===== config.mk =====
export PLATFORM = sky130hd
export DESIGN_NAME = escape_sequence_decoder_top_flat
export DESIGN_NICKNAME = d
export VERILOG_FILES = /design/src/hw/rtl/esd_pkg.sv /design/src/hw/rtl/esd_if.sv /design/src/hw/rtl/esd_decode.sv /design/src/hw/rtl/esd_out_reg.sv /design/src/hw/rtl/escape_sequence_decoder_top.sv /design/src/flat_wrapper.sv
export SDC_FILE = /design/constraint.sdc
export NUM_CORES = 1
export LEC_CHECK = 0
export ABC_AREA = 0
export BUFFER_PORTS_ARGS = -buffer_cell sky130_fd_sc_hd__buf_4
export CAP_MARGIN = 30
export CORE_UTILIZATION = 30
export CTS_BUF_LIST = sky130_fd_sc_hd__clkbuf_8
export CTS_CLUSTER_SIZE = 12
export DETAILED_ROUTE_END_ITERATION = 7
export GPL_TIMING_DRIVEN = 0
export PLACE_DENSITY_LB_ADDON = 0.3
export SYNTH_ARGS = -nofsm -noshare
export SYNTH_HDL_FRONTEND = slang
export SYNTH_SLANG_ARGS = --single-unit

===== constraint.sdc =====
create_clock -name clk -period 6.9 [get_ports clk]
set_input_delay 0.345 -clock clk [delete_from_list [all_inputs] [get_ports clk]]
set_output_delay 0.345 -clock clk [all_outputs]
set_load 0.05 [all_outputs]

===== src/hw/rtl/esd_pkg.sv =====
// Shared types and constants for the escape sequence decoder.
`timescale 1ns / 1ps

package esd_pkg;

	// Decoder mode register encoding.
	typedef enum logic [2:0] {
		MODE_NORMAL = 3'd0,
		MODE_ESCAPE = 3'd1,
		MODE_CODE0  = 3'd2,
		MODE_CODE1  = 3'd3,
		MODE_CODE2  = 3'd4
	} mode_t;

	// Result status codes.
	typedef enum logic [1:0] {
		ST_OK      = 2'd0,
		ST_UNKNOWN = 2'd1,
		ST_LONE    = 2'd2,
		ST_SHORT   = 2'd3
	} status_t;

	// Character constants.
	localparam logic [7:0] CH_BACKSLASH = 8'd92;
	localparam logic [7:0] CH_NEWLINE   = 8'd10;
	localparam logic [7:0] CH_CODE      = 8'd99;
	localparam logic [7:0] DIGIT_BASE   = 8'd48;
	localparam logic [7:0] WEIGHT_HUNDREDS = 8'd100;
	localparam logic [7:0] WEIGHT_TENS     = 8'd10;

	// One input character.
	typedef struct packed {
		logic [7:0] in_char;
		logic       in_last;
	} in_item_t;

	// One decoded result.
	typedef struct packed {
		logic [7:0] out_byte;
		logic       has_byte;
		status_t    status;
		logic       string_end;
	} out_item_t;

	// Everything the decode step produces for one character.
	typedef struct packed {
		mode_t      next_mode;
		logic [7:0] next_acc;
		logic       emit;
		out_item_t  result;
	} dec_t;

endpackage


===== src/hw/rtl/esd_if.sv =====
// Valid/ready channel interfaces for the input characters and decoded results.
`timescale 1ns / 1ps

interface esd_in_if;
	import esd_pkg::*;
	logic     valid;
	logic     ready;
	in_item_t payload;
	modport source(output valid, output payload, input ready);
	modport sink(input valid, input payload, output ready);
endinterface

interface esd_out_if;
	import esd_pkg::*;
	logic      valid;
	logic      ready;
	out_item_t payload;
	modport source(output valid, output payload, input ready);
	modport sink(input valid, input payload, output ready);
endinterface


===== src/hw/rtl/esd_decode.sv =====
// Combinational decode of one character against the current mode and accumulator.
`timescale 1ns / 1ps

module esd_decode (
	input  esd_pkg::in_item_t item,
	input  esd_pkg::mode_t    mode,
	input  logic [7:0]        acc,
	output esd_pkg::dec_t     dec
);
	import esd_pkg::*;

	logic [7:0] digit;
	logic       simple_hit;
	logic [7:0] simple_byte;

	assign digit = item.in_char - DIGIT_BASE;

	// Map of the single-letter escapes to their control bytes.
	always_comb begin
		simple_hit  = 1'b1;
		simple_byte = 8'd0;
		case (item.in_char)
			8'd110: simple_byte = 8'd10;  // n
			8'd92:  simple_byte = 8'd92;  // backslash
			8'd98:  simple_byte = 8'd8;   // b
			8'd101: simple_byte = 8'd27;  // e
			8'd102: simple_byte = 8'd12;  // f
			8'd114: simple_byte = 8'd13;  // r
			8'd116: simple_byte = 8'd9;   // t
			8'd118: simple_byte = 8'd11;  // v
			8'd97:  simple_byte = 8'd7;   // a
			default: simple_hit = 1'b0;
		endcase
	end

	// Mode transition and result formation.
	always_comb begin
		logic       has;
		logic [7:0] byte_val;
		status_t    st;
		logic       emit;
		mode_t      nmode;
		logic [7:0] nacc;

		has      = 1'b0;
		byte_val = 8'd0;
		st       = ST_OK;
		emit     = 1'b0;
		nmode    = MODE_NORMAL;
		nacc     = acc;

		case (mode)
			MODE_ESCAPE: begin
				if (simple_hit) begin
					has      = 1'b1;
					byte_val = simple_byte;
					emit     = 1'b1;
				end else if (item.in_char == CH_CODE) begin
					if (item.in_last) st = ST_SHORT;
					nmode = MODE_CODE0;
				end else begin
					st   = ST_UNKNOWN;
					emit = 1'b1;
				end
			end
			MODE_CODE0: begin
				nacc  = 8'(digit * WEIGHT_HUNDREDS);
				if (item.in_last) st = ST_SHORT;
				nmode = MODE_CODE1;
			end
			MODE_CODE1: begin
				nacc  = 8'(acc + 8'(digit * WEIGHT_TENS));
				if (item.in_last) st = ST_SHORT;
				nmode = MODE_CODE2;
			end
			MODE_CODE2: begin
				byte_val = 8'(acc + digit);
				has      = 1'b1;
				emit     = 1'b1;
				nacc     = 8'd0;
			end
			default: begin
				if (item.in_char == CH_BACKSLASH) begin
					if (item.in_last) st = ST_LONE;
					nmode = MODE_ESCAPE;
				end else if (item.in_char != CH_NEWLINE) begin
					byte_val = item.in_char;
					has      = 1'b1;
					emit     = 1'b1;
				end
			end
		endcase

		// The final character always produces a result and restarts the decoder.
		if (item.in_last) begin
			emit  = 1'b1;
			nmode = MODE_NORMAL;
			nacc  = 8'd0;
		end

		dec.next_mode           = nmode;
		dec.next_acc            = nacc;
		dec.emit                = emit;
		dec.result.out_byte     = has ? byte_val : 8'd0;
		dec.result.has_byte     = has;
		dec.result.status       = st;
		dec.result.string_end   = item.in_last;
	end

endmodule


===== src/hw/rtl/esd_out_reg.sv =====
// Result register that holds a decoded result until the receiver takes it.
`timescale 1ns / 1ps

module esd_out_reg (
	input  logic               clk,
	input  logic               arst_n,
	input  logic               load,
	input  esd_pkg::out_item_t load_data,
	output logic               space,
	esd_out_if.source          res
);
	import esd_pkg::*;

	logic      valid_q;
	out_item_t data_q;

	// A new result may be loaded when the register is empty or being drained.
	assign space = !valid_q || res.ready;

	// Valid flag.
	always_ff @(posedge clk or negedge arst_n) begin
		if (!arst_n) begin
			valid_q <= 1'b0;
		end else if (space) begin
			valid_q <= load;
		end
	end

	// Result payload.
	always_ff @(posedge clk) begin
		if (space && load) begin
			data_q <= load_data;
		end
	end

	assign res.valid   = valid_q;
	assign res.payload = data_q;

endmodule


===== src/hw/rtl/escape_sequence_decoder_top.sv =====
// Top level of the escape sequence decoder: input register, mode state and result register.
// Usage:
// The text channel carries one character of an escaped string per transfer, with
// in_last set on the final character. The decoded channel carries results: a byte
// (has_byte set), a status code, and string_end on the result of the final character.
// Characters inside an unfinished escape and dropped newlines give no transfer.
// A result passes two registers: the input register, where the character is decoded
// against the mode register, and then the result register.
// Throughput is one character per cycle while the receiver takes results; the mode
// and accumulator update with each character that moves on, so consecutive characters
// follow each other without gaps.
// When the receiver stalls, the result register holds its result and the input
// register holds one more character; text.ready then drops until the receiver takes
// a result. A held character that produces no result still moves on during a stall.
// Reset clears both valid flags, sets normal character mode and clears the
// code accumulator; no transfer is in flight afterwards.
`timescale 1ns / 1ps

module escape_sequence_decoder_top (
	input  logic       clk,
	input  logic       arst_n,
	esd_in_if.sink     text,
	esd_out_if.source  decoded
);
	import esd_pkg::*;

	logic       valid_s1;
	in_item_t   item_s1;
	mode_t      mode_q;
	logic [7:0] acc_q;
	dec_t       dec;
	logic       out_space;
	logic       advance;

	// The held character moves on when it emits nothing or the result register has room.
	assign advance    = valid_s1 && (!dec.emit || out_space);
	assign text.ready = !valid_s1 || advance;

	// Input register valid flag.
	always_ff @(posedge clk or negedge arst_n) begin
		if (!arst_n) begin
			valid_s1 <= 1'b0;
		end else if (text.ready) begin
			valid_s1 <= text.valid;
		end
	end

	// Input register payload.
	always_ff @(posedge clk) begin
		if (text.ready && text.valid) begin
			item_s1 <= text.payload;
		end
	end

	// Decoder state updates once per character that moves on.
	always_ff @(posedge clk or negedge arst_n) begin
		if (!arst_n) begin
			mode_q <= MODE_NORMAL;
			acc_q  <= 8'd0;
		end else if (advance) begin
			mode_q <= dec.next_mode;
			acc_q  <= dec.next_acc;
		end
	end

	esd_decode u_decode (
		.item (item_s1),
		.mode (mode_q),
		.acc  (acc_q),
		.dec  (dec)
	);

	esd_out_reg u_out_reg (
		.clk       (clk),
		.arst_n    (arst_n),
		.load      (advance && dec.emit),
		.load_data (dec.result),
		.space     (out_space),
		.res       (decoded)
	);

	// A finished string always leaves the decoder in normal mode with a clear accumulator.
	a_end_restarts: assert property (@(posedge clk) disable iff (!arst_n)
		advance && item_s1.in_last |=> mode_q == MODE_NORMAL && acc_q == 8'd0)
		else $error("decoder state not restarted after final character");

	// A held character that is blocked must stay in the input register.
	a_s1_holds: assert property (@(posedge clk) disable iff (!arst_n)
		valid_s1 && !advance |=> valid_s1 && $stable(item_s1))
		else $error("input register changed while blocked");

	// End-of-string errors come only on the final result and carry no byte.
	a_end_errors: assert property (@(posedge clk) disable iff (!arst_n)
		decoded.valid && (decoded.payload.status == ST_LONE ||
		decoded.payload.status == ST_SHORT)
		|-> decoded.payload.string_end && !decoded.payload.has_byte)
		else $error("end-of-string error on a non-final result");

	// A result without a byte carries a zero byte field.
	a_empty_zero: assert property (@(posedge clk) disable iff (!arst_n)
		decoded.valid && !decoded.payload.has_byte |-> decoded.payload.out_byte == 8'd0)
		else $error("nonzero byte on a result without a byte");

endmodule


===== src/flat_wrapper.sv =====
// flat-port wrapper written by rule: the top's interface ports become plain ports
module escape_sequence_decoder_top_flat import esd_pkg::*;
  (clk, arst_n, text_valid, text_payload, text_ready, decoded_valid, decoded_payload, decoded_ready);
  esd_in_if text_i ();
  esd_out_if decoded_i ();
  input  logic clk;
  input  logic arst_n;
  input wire logic [$bits(text_i.valid)-1:0] text_valid;
  input wire logic [$bits(text_i.payload)-1:0] text_payload;
  output wire logic [$bits(text_i.ready)-1:0] text_ready;
  output wire logic [$bits(decoded_i.valid)-1:0] decoded_valid;
  output wire logic [$bits(decoded_i.payload)-1:0] decoded_payload;
  input wire logic [$bits(decoded_i.ready)-1:0] decoded_ready;
  assign text_i.valid = text_valid;
  assign text_i.payload = text_payload;
  assign text_ready = text_i.ready;
  assign decoded_valid = decoded_i.valid;
  assign decoded_payload = decoded_i.payload;
  assign decoded_i.ready = decoded_ready;
  escape_sequence_decoder_top u_core (.clk(clk), .arst_n(arst_n), .text(text_i), .decoded(decoded_i));
endmodule

# --- Yosys cells after proc, flatten, opt, wreduce, memory -nomap -nowiden ---
# Cells that the tools add are included.
classes:
  n_addsub: 3
  shift: 0
  magnitude_cmp: 0
  n_eq_ne: 15
  n_bitwise: 0
  multipliers: 2
  div_mod_pow: 0
  n_reduce_logical: 14
  muxes: 27
ops:
  columns: ["operator", "count"]
  rows:
  - ["equality test 8 x 7 -> 1 bit (second input constant)", 10]
  - ["one-hot mux 7 bit (9 select lines)", 1]
  - ["one-hot mux 8 bit (3 select lines)", 2]
  - ["two-way mux 8 bit", 4]
  - ["adder 8 bit", 2]
  - ["two-way mux 2 bit", 7]
  - ["one-hot mux 3 bit (4 select lines)", 1]
  - ["OR reduction 9 bit", 1]
  - ["multiplier 8 x 3 -> 7 bit (second input constant)", 1]
  - ["multiplier 8 x 5 -> 6 bit (second input constant)", 1]
  - ["two-way mux 1 bit", 8]
  - ["inequality test 8 x 4 -> 1 bit (second input constant)", 1]
  - ["subtractor 8 x 6 -> 8 bit (second input constant)", 1]
  - ["equality test 3 x 2 -> 1 bit (second input constant)", 2]
  - ["one-hot mux 1 bit (3 select lines)", 2]
  - ["one-hot mux 2 bit (3 select lines)", 1]
  - ["logical AND 1 bit", 4]
  - ["nonzero test 4 bit", 1]
  - ["equality test 3 x 1 -> 1 bit (second input constant)", 1]
  - ["equality test 3 bit (second input constant)", 1]
  - ["logical NOT 1 bit", 3]
  - ["logical OR 1 bit", 3]
  - ["two-way mux 3 bit", 1]
  - ["AND reduction 2 bit", 1]
  - ["OR reduction 2 bit", 1]
totals:
  rom_bits: 0
  mem_count: 0
  reg_bits: 34
  latchBits: 0
  ram_bits: 0
  output_inout_bits: 14
  word_cells: 71

# --- Logic depth before layout (Yosys ltp) ---
# Gate-level depths: netlist of run 1.
logic_depth:
  ltp_word: 11
  mapped_depth: 11

# --- By module ---
# A second synthesis of run 1 with hierarchy kept.
hier_totals:
  hier_cells: 298
  hier_area_um2: 2970.3
modules_own_cells:
  columns: ["module", "area_per_inst_um2", "seq_area_each_um2", "instances", "cells_each"]
  rows:
  - ["esd_decode", 1810.5, 0.0, 1, 243]
  - ["escape_sequence_decoder_top", 745.7, 570.5, 1, 39]
  - ["esd_out_reg", 414.1, 385.4, 1, 16]

# --- Worst setup path before layout of run 1 ---
# No wires, ideal clock.
synth_path:
  kind: "register -> register"
  start: "reg u_core.item_s1[5] in the netlist's numbering"
  end: "reg u_core.item_s1[0] in the netlist's numbering (enable)"
  path_slack_ps: 3812
  required_ps: 6562
  path_stages_with_launch: 9
  path_buffers: 0
  t_arrival_ps: 2750
  synth_period_minus_slack_ps: 3088
  cell_sequence: "edfxtp_1 > inv_1 > ha_1 > and4bb_4 > o211ai_2 > a21oi_4 > nor3_1 > o21ai_1 > and2_1"
synth_via:
  elab_chain_cells: 11
synth_lines:
  columns: ["item", "line_no", "rtl"]
  rows:
  - ["start: declaration", "escape_sequence_decoder_top.sv:28", "in_item_t item_s1;"]
  - ["start signal: assignment", "escape_sequence_decoder_top.sv:51", "item_s1 <= text.payload;"]
  - ["equality test 8 x 7 -> 1 bit, on equally long branches", "esd_decode.sv:22, esd_decode.sv:83", null]
  - ["OR reduction 9 bit (no source line)", null, null]
  - ["two-way mux 1 bit", "esd_decode.sv:22", "case (item.in_char)"]
  - ["two-way mux 1 bit", "esd_decode.sv:54", "if (simple_hit) begin"]
  - ["one-hot mux 1 bit (3 select lines) *", "esd_decode.sv:52", "case (mode)"]
  - ["two-way mux 1 bit *", "esd_decode.sv:95", "if (item.in_last) begin"]
  - ["logical NOT 1 bit *", "escape_sequence_decoder_top.sv:36", "assign advance = valid_s1 && (!dec.emit || out_space);"]
  - ["logical OR 1 bit *", "escape_sequence_decoder_top.sv:36", null]
  - ["logical AND 1 bit *", "escape_sequence_decoder_top.sv:36", null]
  - ["logical OR 1 bit *", "escape_sequence_decoder_top.sv:37", "assign text.ready = !valid_s1 || advance;"]
  - ["net text_ready", "flat_wrapper.sv:10", "output wire logic [$bits(text_i.ready)-1:0] text_ready;"]
  - ["logical AND 1 bit *", "escape_sequence_decoder_top.sv:50", "if (text.ready && text.valid) begin"]
# The timed path passes the listed nets; every way through them passes the cells marked *.
# A chain may end at the register's enable or synchronous reset.

# --- Worst setup path in the final report of run 1 ---
layout_path:
  start: "reg u_core.item_s1[5] in the netlist's numbering"
  end: "reg u_core.acc_q[6]"
layout_via:
  elab_chain_cells: 10
layout_lines:
  columns: ["item", "line_no", "rtl"]
  rows:
  - ["parallel branches: the longest is 10 deep, another holds subtractor 8 x 6 -> 8 bit", null, null]
  - ["end signal: assignment", "escape_sequence_decoder_top.sv:62", "acc_q <= dec.next_acc;"]
  - ["end: declaration", "escape_sequence_decoder_top.sv:30", "logic [7:0] acc_q;"]
# Parallel ways; which one is timed is not known.

==> summary.md, run 1 <==
| Metric | Value |
|---|---|
| Row count | 34 |
| IO Port Bufs | 26 |
| Final Setup Violations | 0 |
| Primary FF master, synth | edfxtp_1 |
| Via count | 2,136 |
| Clock skew | 0.009693 ns |
| Die X | 97.73 µm |
| Measured slew at the worst slew-check pin | 0.5317 ns |
| Top post-synthesis cells by area | edfxtp_1 23%, ha_1 14%, dfrtp_1 11%, xnor2_1 4.5%, a21oi_1 3.8% |
| Placed Cells | 407 |
| Status | finished with violations |
| CP startpoint kind | register |
| Violated checks | design-rule violations |
| H-tree Lvls | 2 |
| Largest net degree at the start of global routing | 13 |
| Post-synth EDFFs | 21 |
| Worst Hold Class | in2reg |
| DR pass1 iterations | 6 |
| Synth top area share | 0.2294 |
| Clock-pin slew on the worst setup and hold paths | 0.07 ns |
| # IOs | 27 |
| Pwr/cell area | 205.6 mW/mm² |
| Design area | 0.003198 mm² |
| Maxcap violations | 0 |
| Clk_lat worst skew | 0.29 ns |
| RSZ-0062 raised after global routing | no |
| Leak | 1.408 nW |
| YS warnings | 0 |
| Critical path fanouts, max | 6 |
| Synthesis-stage register bit count | 33 |
| CTS tree | done |
| Leading area contributor after synthesis | edfxtp_1 |
| Reg power frac | 0.384 |
| Share of the yosys chip area belonging to registers | 0.3386 |
| CTS root buf | clkbuf_8 |
| Most common cell after layout, fill and taps aside | ha_1 |
| Initial Util | 0.3122 |
| First-pass GRT wire length | 10,900 µm |
| Bufs on Longest Clock Path | 2 |
| Sw power | 0.2311 mW |
| # diodes | 0 |
| Detailed Place HPWL | 5171 µm |
| VDD IR max | 0.07848 mV |
| Initial antenna violation count | 0 |
| Post-route ant nets | 0 |
| Rel. slew slack | 0.6456 |
| Fin. max-slew vios | 0 |
| Avg WL per Cell | 16.28 µm |
| GRT Util Overall | 0.1471 |
| Layout cells sized above 1 | 0.1974 |
| Avg Cell Area, Syn | 10.07 µm² |
| Iter 0 DRT Violations | 144 |
| Most frequent cells in the layout | 30 x ha_1, 28 x buf_4, 21 x a21oi_1, 21 x edfxtp_1, 20 x nand2_1 |
| Area Overhead vs Synth | 16.34% |
| Distinct cells, synth | 70 |
| Post-CTS Setup Bufs | 0 |
| Mapped Nets | 319 |
| WS Path Type | reg2reg |
| Tmin final | 3.075 ns |
| Cell Area, Synth | 0.002749 mm² |
| Sink Count | 33 |
| Combinational share of power | 0.365 |
| DP Area | 0.003079 mm² |
| Fin crit share | 0.4457 |
| Hold Vio Cnt, Final | 0 |
| Number of global-route vias before repair | 2,118 |
| Maximum clock rate | 325.2 MHz |
| Die Ht | 97.73 µm |
| Final Power | 0.6576 mW |
| Detailed Route WL | 6787 µm |
| Synth Instances | 273 |
| CP arrival | 3.31 ns |
| Clk pwr share | 0.251 |
| Fin nets | 354 |
| CP required | 7.13 ns |
| Filler Cell Count | 903 |
| Switching share of power | 0.3514 |
| Total global routing overflow | 0 |
| Num CTS Buffers | 5 |
| CP endpoint kind | register |
| # DRC | 8 |
| CTS resizes | 0 |
| DIE AREA | 0.009550 mm² |
| CORE AREA | 0.008806 mm² |
| Vias per cell | 5.122 |
| Asr flop ratio synth | 0.3636 |
| P_int | 0.4265 mW |
| Finished Layout Cells | 417 |
| Post-route setup TNS | 0 ns |
| GP Congestion | 0.8363 |
state kept, by name, summed over array words and instances, names as in the netlist:
name                          cells
u_core.valid_s1                   1
u_core.acc_q                      7
u_core.u_out_reg.res.payload     12
u_core.item_s1                    9
u_core.u_out_reg.res.valid        1
u_core.mode_q                     3
timing repair:
action / 4_1_cts / 5_1_grt
endpoints found under the hold margin: 12 / 0
setup endpoints to repair: 0 / 0
hold buffers: 1 / 0
cell families (layout without fill, tap and decap cells):
kind of cell    count (synthesis)  count (layout)  share of synthesized area
fa+ha+maj                      34              34                     0.1620
compound gates                 85              85                     0.2144
simple gates                   77              77                     0.1561
buf+inv                        20              56                    0.04369
xor+xnor                       21              21                    0.07192
flops                          33              33                     0.3386
mux                             3               3                    0.01320
synth_stat cells, types with 3 or more instances:
master,n
nor2_1,18
nor3_1,6
o22ai_1,3
edfxtp_1,21
nand2b_1,3
fa_1,3
a22oi_1,4
nand2_1,20
and2_1,4
inv_1,9
nor3b_1,3
xnor2_1,14
o21ai_0,11
a31oi_1,4
a21o_1,9
o2bb2ai_1,3
o21ai_1,9
a21oi_1,21
xor2_1,6
dfrtp_1,12
o21bai_1,3
ha_1,30
power groups by stage:
stage / clock [mW] / sequential, mW / combinational [mW]
after CTS: 0.169 / 0.253 / 0.240
after global placement: 0 / 0.257 / 0.235
after floorplan: 0 / 0.271 / 0.163
after global routing: 0.178 / 0.255 / 0.266
final: 0.165 / 0.252 / 0.240
after detailed placement: 0 / 0.257 / 0.239
per-stage QoR:
stage                     utilization  worst slack, ns  hold slack, ns
after floorplan                     -            3.812         0.04941
after global placement         0.3497            3.561          0.1924
after detailed placement       0.3497            3.491          0.1919
after CTS                      0.3623            3.481          0.2224
after global routing           0.3632            3.681          0.2172
final                          0.3632            3.825          0.2275
critical path: stages, from the launching register on:
cell and delay [ns]:
edfxtp_1 0.49, inv_1 0.20, ha_1 0.39, ha_1 0.29
ha_1 0.33, xor2_1 0.17, ha_1 0.32, or4b_1 0.52
a31oi_1 0.15, mux2_1 0.14
layer usage:
metal | track usage | vias up | share of wire
met4 | 0.03497 | 0 | 0.011
met2 | 0.2368 | 53 | 0.47
li1 | - | 1079 | -
met5 | 0 | - | 0
met3 | 0.03094 | 9 | 0.042
met1 | 0.2019 | 995 | 0.48
final cells by class:
type,instances,area (µm²),area share
Sequential cell,33,930.9,0.2911
Timing Repair Buffer,28,212.7,0.06651
Clock buffer,7,96.34,0.03013
Buffer,10,82.58,0.02582
Multi-Input combinational cell,220,1698,0.5309
Inverter,10,37.54,0.01174
Tap cell,108,135.1,0.04225
Clock inverter,1,5.005,0.001565
final timing paths:
path	start	endpoint	slack, ns	cells past startpoint
max	u_core.item_s1[5]	u_core.acc_q[6]	3.82	9
min	text_payload[6]	u_core.item_s1[6]	0.23	1
max reg2reg	u_core.item_s1[5]	u_core.acc_q[6]	3.82	9
min reg2reg	u_core.acc_q[5]	u_core.acc_q[5]	0.56	2
max in group asynchronous	arst_n	u_core.acc_q[2]	6.30	2
min in group asynchronous	arst_n	u_core.mode_q[0]	0.44	2
Note: power is estimated with default switching activity, not from simulation.
==> run 2: changes to the inputs <==
==> constraint.sdc (replaced) <==
create_clock -name clk -period 2.7 [get_ports clk]
set_input_delay 0.135 -clock clk [delete_from_list [all_inputs] [get_ports clk]]
set_output_delay 0.135 -clock clk [all_outputs]
set_load 0.05 [all_outputs]
==> summary.md, run 2 (same netlist as run 1, synthesis figures left out) <==
| Metric | Value |
|---|---|
| Status | finished with violations |
| Violated checks | design-rule violations |
| Sink Count | 33 |
| RSZ-0062 raised after global routing | yes |
| # DRC | 4 |
| Layout cells sized above 1 | 0.3274 |
| H-tree Lvls | 2 |
| Avg WL per Cell | 16.18 µm |
| Clk pwr share | 0.267 |
| CORE AREA | 0.008806 mm² |
| Clock skew | 0.01276 ns |
| Measured slew at the worst slew-check pin | 0.5385 ns |
| Hold Vio Cnt, Final | 0 |
| Post-route ant nets | 0 |
| Critical path fanouts, max | 4 |
| Iter 0 DRT Violations | 145 |
| Maximum clock rate | 377.5 MHz |
| GRT Util Overall | 0.1507 |
| Min-delay src | text_payload[8] |
| CP arrival | 2.83 ns |
| Initial antenna violation count | 0 |
| Num CTS Buffers | 5 |
| Die X | 97.73 µm |
| Clk_lat worst skew | 0.29 ns |
| Row count | 34 |
| Finished Layout Cells | 444 |
| Largest net degree at the start of global routing | 13 |
| First-pass GRT wire length | 11,300 µm |
| Pwr/cell area | 513.8 mW/mm² |
| Final Setup Violations | 0 |
| Vias per cell | 5.182 |
| Number of global-route vias before repair | 2,230 |
| Fin nets | 381 |
| Sw power | 0.6363 mW |
| # diodes | 0 |
| Maxcap violations | 0 |
| Post-route setup TNS | 0 ns |
| Combinational share of power | 0.383 |
| Bufs on Longest Clock Path | 2 |
| P_int | 1.191 mW |
| Detailed Route WL | 7182 µm |
| Most frequent cells in the layout | 53 x buf_4, 23 x ha_1, 21 x edfxtp_1 |
| Leak | 1.558 nW |
| Max reg flops | 12 |
| CP startpoint kind | register |
| Critical R2R Launch | u_core.item_s1[2] |
| Switching share of power | 0.3483 |
| Placed Cells | 407 |
| Clock-pin slew on the worst setup and hold paths | 0.08 ns |
| CTS root buf | clkbuf_8 |
| Slack of the critical path | 0.05120 ns |
| CTS tree | done |
| Fin. max-slew vios | 0 |
| DR pass1 iterations | 6 |
| Hold Slack | 0.01447 ns |
| Total global routing overflow | 0 |
| DIE AREA | 0.009550 mm² |
| Most common cell after layout, fill and taps aside | buf_4 |
| Fin crit share | 0.9810 |
| CP endpoint kind | register |
| Final Power | 1.827 mW |
| Tmin final | 2.649 ns |
| Initial Util | 0.3122 |
| GP Congestion | 0.8331 |
| IO Port Bufs | 26 |
| Pre-CTS setup slack | -0.4193 ns |
| WS Path Type | reg2reg |
| Via count | 2,301 |
| Critical path startpoint | u_core.item_s1[2] |
| Detailed Place HPWL | 5229 µm |
| Rel. slew slack | 0.6410 |
| Area Overhead vs Synth | 29.36% |
| VDD IR max | 0.2599 mV |
| Worst Hold Class | in2reg |
| CP required | 2.88 ns |
| Die Ht | 97.73 µm |
| Reg power frac | 0.350 |
| # IOs | 27 |
==> run 2: cell types whose count changed in the layout (fill, tap and decap cells not counted), sizes merged <==
cell / delta
buf: +27
bufinv: +1
clkbuf: -2
inv: +1
==> run 2: per-stage QoR <==
stage	util	area (µm²)
2_1_floorplan	-	2778
3_3_place_gp	0.3529	3108
3_5_place_dp	0.3529	3108
4_1_cts	0.3909	3442
5_1_grt	0.4038	3556
6_report	0.4038	3556
==> run 2: final cells by class <==
cell class | count | area, µm²
multi-input combinational | 220 | 1824
tap | 108 | 135.1
timing repair buffer | 55 | 427.9
fill | 836 | 5250
sequential | 33 | 930.9
inverter | 10 | 37.54
clock buffer | 5 | 68.82
clock inverter | 3 | 45.04
buffer | 10 | 86.33
==> run 2: repair_timing <==
action,in CTS,in global routing
setup endpoints to repair,25,25
buffers inserted,19,9
hold buffers,1,0
gates resized for setup,9,12
gates cloned,0,0
pin swaps,5,4
hold endpoints to repair,12,0
==> run 2: final timing paths <==
check | endpoint | slack [ns] | cells after the start
min reg2reg | u_core.acc_q[4] | 0.57 | 2
min in group asynchronous | u_core.acc_q[3] | 0.22 | 2
min | u_core.item_s1[8] | 0.01 | 1
max | u_core.acc_q[7] | 0.05 | 10
max in group asynchronous | u_core.mode_q[0] | 2.32 | 2
max reg2reg | u_core.acc_q[7] | 0.05 | 10
==> run 2: metal layers <==
metal / track usage / vias to the layer above / share of wire
met5: 0 / - / 0
met3: 0.03094 / 12 / 0.041
met4: 0.03963 / 0 / 0.015
met2: 0.2510 / 64 / 0.48
met1: 0.1987 / 1083 / 0.46
li1: - / 1142 / -
==> run 2: power by group through the flow <==
stage / clock (mW) / combinational [mW] / sequential (mW)
floorplan: 0 / 0.421 / 0.692
global placement: 0 / 0.605 / 0.658
detailed placement: 0 / 0.614 / 0.658
CTS: 0.496 / 0.690 / 0.638
global route: 0.512 / 0.772 / 0.645
finish: 0.488 / 0.700 / 0.639
==> run 2: worst max-delay path, stage by stage, from the launching register on <==
cell and delay, ns:
edfxtp_1 0.47, ha_1 0.31, ha_2 0.20, fa_2 0.54, ha_4 0.20, o21ai_1 0.07
o21bai_1 0.08, a21oi_1 0.16, xnor2_1 0.16, o21ai_1 0.11, a41o_1 0.24
